## src/rtl/afwc_pkg.sv

```systemverilog
// Shared types, constants and window weight helper for the ADC frame window conditioner.
// Used by afwc_stats, afwc_window_dp and the top module; depends on nothing.
package afwc_pkg;

	// Default configuration.
	localparam int FRAME_LEN_DEF = 256;
	localparam int SAMPLE_BITS_DEF = 12;
	localparam int WINDOW_FRAC_BITS_DEF = 16;

	// Fixed port widths.
	localparam int SAMPLE_W = 12;
	localparam int POS_OUT_W = 8;
	localparam int WV_W = 21;
	localparam int MEAN_W = 20;
	localparam int STAT_W = 12;

	// Saturation limits of the result and of the Q12.8 mean.
	localparam int unsigned WV_LIMIT = 1048320;
	localparam int unsigned MEAN_MAX = (1 << MEAN_W) - 1;

	// Half of a 256-point Hann window in units of 1e-5; the other half is its mirror.
	localparam int ROM_LEN = 128;
	localparam int WEIGHT_SCALE = 100000;
	localparam int unsigned HANN_ROM [ROM_LEN] = '{
		0, 15, 61, 137, 243, 379, 545, 742,
		968, 1224, 1510, 1825, 2170, 2543, 2946, 3376,
		3836, 4323, 4838, 5380, 5949, 6546, 7168, 7817,
		8491, 9190, 9914, 10663, 11435, 12231, 13050, 13891,
		14754, 15638, 16543, 17469, 18414, 19379, 20362, 21363,
		22382, 23417, 24468, 25535, 26617, 27713, 28823, 29945,
		31079, 32225, 33382, 34549, 35725, 36910, 38103, 39303,
		40510, 41722, 42940, 44161, 45387, 46615, 47845, 49076,
		50308, 51540, 52771, 54000, 55226, 56450, 57670, 58885,
		60094, 61298, 62494, 63683, 64864, 66036, 67197, 68349,
		69489, 70618, 71734, 72837, 73926, 75000, 76059, 77103,
		78130, 79140, 80132, 81106, 82061, 82996, 83912, 84807,
		85681, 86533, 87363, 88170, 88954, 89714, 90451, 91163,
		91849, 92511, 93146, 93756, 94339, 94895, 95423, 95924,
		96398, 96843, 97259, 97647, 98006, 98336, 98636, 98907,
		99149, 99360, 99542, 99693, 99814, 99905, 99966, 99996
	};

	// Control flags that travel with a transaction from the statistics block into the datapath.
	typedef struct packed {
		logic valid;
		logic last;
		logic have;
	} afwc_ctl_t;

	// Window weight of ROM entry idx scaled to 2^frac, rounded to nearest.
	// Only ever evaluated on constants, so it folds away at elaboration.
	function automatic longint hann_weight(input int idx, input int frac);
		longint num;
		num = (longint'(HANN_ROM[idx]) << frac) + longint'(WEIGHT_SCALE / 2);
		return num / WEIGHT_SCALE;
	endfunction

endpackage

```

## src/rtl/afwc_stats.sv

```systemverilog
// Write position, half select and running/completed frame statistics.
// Depends on afwc_pkg for the control struct.
module afwc_stats #(
	parameter int FRAME_LEN = afwc_pkg::FRAME_LEN_DEF,
	parameter int SAMPLE_BITS = afwc_pkg::SAMPLE_BITS_DEF
) (
	input  logic                             clk,
	input  logic                             arst_n,
	input  logic                             accept,
	input  logic [SAMPLE_BITS-1:0]           smp,
	output logic [$clog2(2*FRAME_LEN)-1:0]   waddr,
	output logic [$clog2(2*FRAME_LEN)-1:0]   raddr,
	output logic [$clog2(FRAME_LEN)-1:0]     pos,
	output afwc_pkg::afwc_ctl_t              ctl,
	output logic [SAMPLE_BITS+7:0]           done_sum,
	output logic [SAMPLE_BITS-1:0]           done_min,
	output logic [SAMPLE_BITS-1:0]           done_max
);
	import afwc_pkg::*;

	localparam int POS_W = $clog2(FRAME_LEN);
	localparam int AW = $clog2(2 * FRAME_LEN);
	localparam int SUM_W = SAMPLE_BITS + 8;

	logic [POS_W-1:0]       pos_q;
	logic                   half_q;
	logic                   have_q;
	logic [SUM_W-1:0]       run_sum_q;
	logic [SAMPLE_BITS-1:0] run_min_q;
	logic [SAMPLE_BITS-1:0] run_max_q;
	logic [SUM_W-1:0]       done_sum_q;
	logic [SAMPLE_BITS-1:0] done_min_q;
	logic [SAMPLE_BITS-1:0] done_max_q;
	logic                   last;
	logic [SUM_W-1:0]       sum_nx;
	logic [SAMPLE_BITS-1:0] min_nx;
	logic [SAMPLE_BITS-1:0] max_nx;
	logic [AW-1:0]          lo_addr;
	logic [AW-1:0]          hi_addr;

	assign last = (pos_q == POS_W'(FRAME_LEN - 1));
	assign lo_addr = AW'(pos_q);
	assign hi_addr = AW'(pos_q) + AW'(FRAME_LEN);

	// The half being filled is written; the other half holds the completed frame.
	assign waddr = half_q ? hi_addr : lo_addr;
	assign raddr = half_q ? lo_addr : hi_addr;

	assign sum_nx = run_sum_q + SUM_W'(smp);
	assign min_nx = (smp < run_min_q) ? smp : run_min_q;
	assign max_nx = (smp > run_max_q) ? smp : run_max_q;

	assign pos = pos_q;
	assign ctl = '{valid: accept, last: last, have: have_q};
	assign done_sum = done_sum_q;
	assign done_min = done_min_q;
	assign done_max = done_max_q;

	always_ff @(posedge clk or negedge arst_n) begin
		if (!arst_n) begin
			pos_q <= '0;
			half_q <= 1'b0;
			have_q <= 1'b0;
			run_sum_q <= '0;
			run_min_q <= '1;
			run_max_q <= '0;
			done_sum_q <= '0;
			done_min_q <= '0;
			done_max_q <= '0;
		end else if (accept) begin
			if (last) begin
				pos_q <= '0;
				half_q <= ~half_q;
				have_q <= 1'b1;
				done_sum_q <= sum_nx;
				done_min_q <= min_nx;
				done_max_q <= max_nx;
				run_sum_q <= '0;
				run_min_q <= '1;
				run_max_q <= '0;
			end else begin
				pos_q <= pos_q + POS_W'(1);
				run_sum_q <= sum_nx;
				run_min_q <= min_nx;
				run_max_q <= max_nx;
			end
		end
	end

endmodule

```

## config.mk

```make
export PLATFORM = sky130hd
export DESIGN_NAME = afwc_stats
export DESIGN_NICKNAME = d
export VERILOG_FILES = /design/src/rtl/afwc_pkg.sv /design/src/rtl/afwc_stats.sv
export SDC_FILE = /design/constraint.sdc
export NUM_CORES = 1
export LEC_CHECK = 0
export BUFFER_PORTS_ARGS = -buffer_cell sky130_fd_sc_hd__buf_2
export CAP_MARGIN = 5
export CELL_PAD_IN_SITES_DETAIL_PLACEMENT = 0
export CELL_PAD_IN_SITES_GLOBAL_PLACEMENT = 2
export CORE_MARGIN = 3
export CORE_UTILIZATION = 39
export CTS_BUF_LIST = sky130_fd_sc_hd__clkbuf_16
export CTS_CLUSTER_DIAMETER = 120
export DETAILED_ROUTE_END_ITERATION = 10
export MAX_ROUTING_LAYER = met4
export PLACE_DENSITY_LB_ADDON = 0.1
export SLEW_MARGIN = 20
export SYNTH_ARGS = -nofsm -noshare
export SYNTH_HDL_FRONTEND = slang
export SYNTH_SLANG_ARGS = --single-unit
export TNS_END_PERCENT = 5
```

## constraint.sdc

```tcl
create_clock -name clk -period 3.75 [get_ports clk]
set_clock_uncertainty 0.05 [all_clocks]
set_input_delay 0 -clock clk [delete_from_list [all_inputs] [get_ports clk]]
set_output_delay 0 -clock clk [all_outputs]
set_load 0.005 [all_outputs]
```

==> results.txt <==
After the first detailed-routing iteration, the DRC count stood at between 200 and 250. After detailed routing, the number of vias per cell comes to around 5.1. The insertion delay to the later sink of the worst-skew pair came out at ~0.35 ns. The post-synthesis async set-or-reset flop share is between 90% and 100%. The buffer and inverter count on the worst path is 1.

The layout net count came out at between 600 and 700. The sequential fraction of the synthesis area came out at between 40% and 50%. The mean instance size in the synthesized netlist is between 10 and 15 µm². The worst setup path is captured at a flip-flop.

Among all stages on the critical path, the largest delay is contributed by sky130_fd_sc_hd__dfstp_2. The die width came out at between 100 and 150 µm. In the post-synthesis netlist, the cell with the most instances is sky130_fd_sc_hd__dfrtp_1. The number of different library cells used by synthesis comes to between 50 and 60.

The total inserted antenna cells came out at 0. The post-DP HPWL came out at 9310 µm. The footprint of the multi-input gates came out at around 0.0025 mm². The boundary pin count is 88. The total chip power is roughly 4.5 mW. The measured slew at the worst slew-check pin is between 0.8 and 0.9 ns. After synthesis, the cell types taking the most area are sky130_fd_sc_hd__dfrtp_1, sky130_fd_sc_hd__ha_1, sky130_fd_sc_hd__dfstp_2.

The cell count after synthesis came out at 527. Walking the worst path, the cells encountered are inv_1 -> ha_1 -> a21o_1 -> a21o_1 -> a221o_1 -> a21oi_4 -> nand2_2 -> o22a_2. The instance area after placement is just under 0.006 mm². The path depth of the worst reg2reg path came out at 8.

The type of the setup path with the least slack is flip-flop to flip-flop. The total DRC errors in the routed layout came out at 0. The worst hold margin is 0.00585 ns.

Entering global routing, the biggest net connects 54 pins. The number of non-filler instances in the completed layout is approximately 800. The floorplan has 42 rows. In the synthesized netlist the dominant register cell turns out to be sky130_fd_sc_hd__dfrtp_1. The antenna violation net count after detailed routing came out at 0. STA classifies the critical path startpoint as a flip-flop. The placer's final routability congestion estimate came out at between 0.7 and 0.8.

Following the worst setup path forward leads to its endpoint at run_min_q[0]$_DFFE_PN1P_. The count of placed standard cells including taps is around 750. The design area is about 0.0063 mm². The kind of cell with the highest combined delay along the critical path is compound AO/OA/AOI/OAI gates. The total routed wirelength is between 10000 and 15000 µm. The commonest cells after synthesis are sky130_fd_sc_hd__dfrtp_1, sky130_fd_sc_hd__nand2_1, sky130_fd_sc_hd__ha_1, sky130_fd_sc_hd__o21ai_1, sky130_fd_sc_hd__inv_1. The signed area change from the synthesized netlist to the final layout is 16.0%. The area enclosed by the die boundary is 0.0153 mm². The first detailed-routing pass ran for 4 iterations. Global routing consumed, over all layers together, between 10% and 20% of the routing resources. The tightest min-delay check is of the primary input to flip-flop type.

The pre-CTS setup slack came out at 0.962 ns. The total number of vias is 3998. The number of antenna violations at the first check in global routing is 0. The number of fill cells in the layout came out at around 1300. After synthesis the cells add up to between 0.005 and 0.006 mm². The run finished with clean final reports.

The cell chosen for the clock root is sky130_fd_sc_hd__clkbuf_16. Setup repair after global routing left no endpoint under its margin. The average wire per standard cell is around 17 µm. The highest attainable clock frequency came out at roughly 0.36 GHz.

The largest total area in the synthesized netlist belongs to sky130_fd_sc_hd__dfrtp_1. In this run the register-to-register setup slack is around 0.97 ns. The count of max-cap constraint violations is 0. The worst-case vdd ir drop is about 0.00025 V. The number of synthesized flops with an enable pin is 0. The worst setup slack after layout came out at 0.971 ns. The maximum root-to-sink buffer count is 2. The longest individual stage delay on the worst path came out at 0.54 ns. Cells with a size suffix above 1 make up 23.0% of the layout. The endpoint of the lowest-slack register-to-register path is run_min_q[0]$_DFFE_PN1P_. The share of the synthesized area in the top cell type came out at 39.9%. TritonCTS built the clock tree. The initial core utilization is between 40% and 50%. The total of flip-flops plus latches after synthesis came out at a little under 100. The final period utilization came out at ~74%. The flip-flop and latch area came out at ~0.0025 mm². The setup-violating endpoint count in the final report came out at 0. The via count of the first global-routing pass is about 3900.

The clock period could shrink to approximately 2.8 ns. Data on the critical path is required at its endpoint by approximately 4.0 ns. The startpoint identified for the worst register-to-register timing path is run_min_q[9]$_DFFE_PN1P_. For the worst setup path, the data arrival time is ~3 ns. The synthesized netlist net count came out at between 500 and 600. In this run the tightest slew margin relative to its limit is approximately 44%. The final number of hold-violating endpoints was 0. The clock net in this run drives a total of between 90 and 100 sinks.

The die span in y is 124 µm. The utilization of the core after routing came out at between 40% and 50%. During placement, the flow inserted port buffers numbering between 80 and 90.

The power density of the placed cells came out at 727 mW/mm². The total of warnings raised by yosys came out at 0. The first-pass GRT wire length came out at 20700 µm. The leakage component of the power is 3.18 nW. The critical path starts at run_min_q[9]$_DFFE_PN1P_. The total core area came out at roughly 0.013 mm². The sum of overflow across all layers after global routing came out at 0.

The final max-slew violation count came to 0. The summed negative setup slack over all endpoints came out at 0 ns. The clock transition at the registers of the reported paths is about 0.07 ns. The deepest level of the CTS H-tree came out at 3.

The maximum net fanout on the critical path came out at 14. The cell that appears most often on the critical path is sky130_fd_sc_hd__a21o_1. The number of cells on the critical path came out at 8. Clock tree synthesis inserted a total of 9 buffers. Once the clock tree was built, the resizer swapped 0 gates to a different size.
==> cell families after synthesis <==
group / count (synthesis) / synth area share [%]
compound gates: 152 / 19.3
flops: 98 / 45.8
mux: 27 / 5.06
xor+xnor: 22 / 3.57
fa+ha+maj: 37 / 8.72
simple gates: 118 / 10.3
buf+inv: 73 / 7.26
==> final cells by class <==
type	count	area share [%]
flip-flops and latches	98	39.4
multi-input cells	356	40.5
clock inverters	7	2.12
well taps	176	3.52
inverters	30	1.80
clock buffers	9	3.60
repair buffers	101	9.00
==> per-layer routing <==
| layer | vias to the layer above | track usage, % | part of all wire [%] |
|---|---|---|---|
| met4 | 0 | 6.02 | 1.4 |
| met1 | 1922 | 25.3 | 49 |
| met2 | 69 | 27.8 | 46 |
| li1 | 1995 | - | - |
| met3 | 12 | 2.63 | 3.1 |
| met5 | - | - | 0 |
==> worst min-delay path by stage <==
stage	start	to	slack [ns]	depth (start not counted)
after floorplan	arst_n	done_max[0]$_DFFE_PN0P_	-0.35	0
after CTS	smp[9]	run_min_q[9]$_DFFE_PN1P_	0.0005	2
after global placement	arst_n	done_max[8]$_DFFE_PN0P_	0.05	1
after detailed placement	arst_n	done_max[5]$_DFFE_PN0P_	0.06	1
final	smp[9]	run_min_q[9]$_DFFE_PN1P_	0.006	2
after global routing	smp[2]	run_min_q[2]$_DFFE_PN1P_	0.003	2
==> power breakdown <==
group / switching (mW) / total, mW / internal (mW)
logic: 1.00 / 1.84 / 0.842
registers: 0.230 / 1.59 / 1.36
clock network: 0.402 / 1.12 / 0.714
total: 1.63 / 4.55 / 2.91
==> state kept, by name, indices dropped and copies added (netlist names) <==
signal and flops:
done_sum 20, run_sum_q 20, have_q 1, pos 8, done_min 12, run_min_q 12, half_q 1, run_max_q 12
done_max 12
==> timing repair <==
| item | in CTS | in global routing |
|---|---|---|
| buffers inserted | 0 | 0 |
| hold endpoints to repair | 56 | 0 |
| hold buffers | 8 | 0 |
==> placed cells by master, fill, tap and decap left out, types with 7 or more instances in the layout <==
master / instances
sky130_fd_sc_hd__a21o_1: 11
sky130_fd_sc_hd__a21oi_1: 26
sky130_fd_sc_hd__a22o_1: 12
sky130_fd_sc_hd__buf_2: 86
sky130_fd_sc_hd__buf_4: 7
sky130_fd_sc_hd__clkbuf_16: 9
sky130_fd_sc_hd__dfrtp_1: 86
sky130_fd_sc_hd__dfstp_2: 12
sky130_fd_sc_hd__dlygate4sd3_1: 8
sky130_fd_sc_hd__ha_1: 36
sky130_fd_sc_hd__inv_1: 29
sky130_fd_sc_hd__mux2i_1: 25
sky130_fd_sc_hd__nand2_1: 64
sky130_fd_sc_hd__nor2_1: 12
sky130_fd_sc_hd__o21ai_0: 21
sky130_fd_sc_hd__o21ai_1: 32
sky130_fd_sc_hd__o22a_1: 10
sky130_fd_sc_hd__o2bb2ai_1: 10
sky130_fd_sc_hd__xnor2_1: 15
sky130_fd_sc_hd__xor2_1: 7
Note: power is estimated with default switching activity, not from simulation.
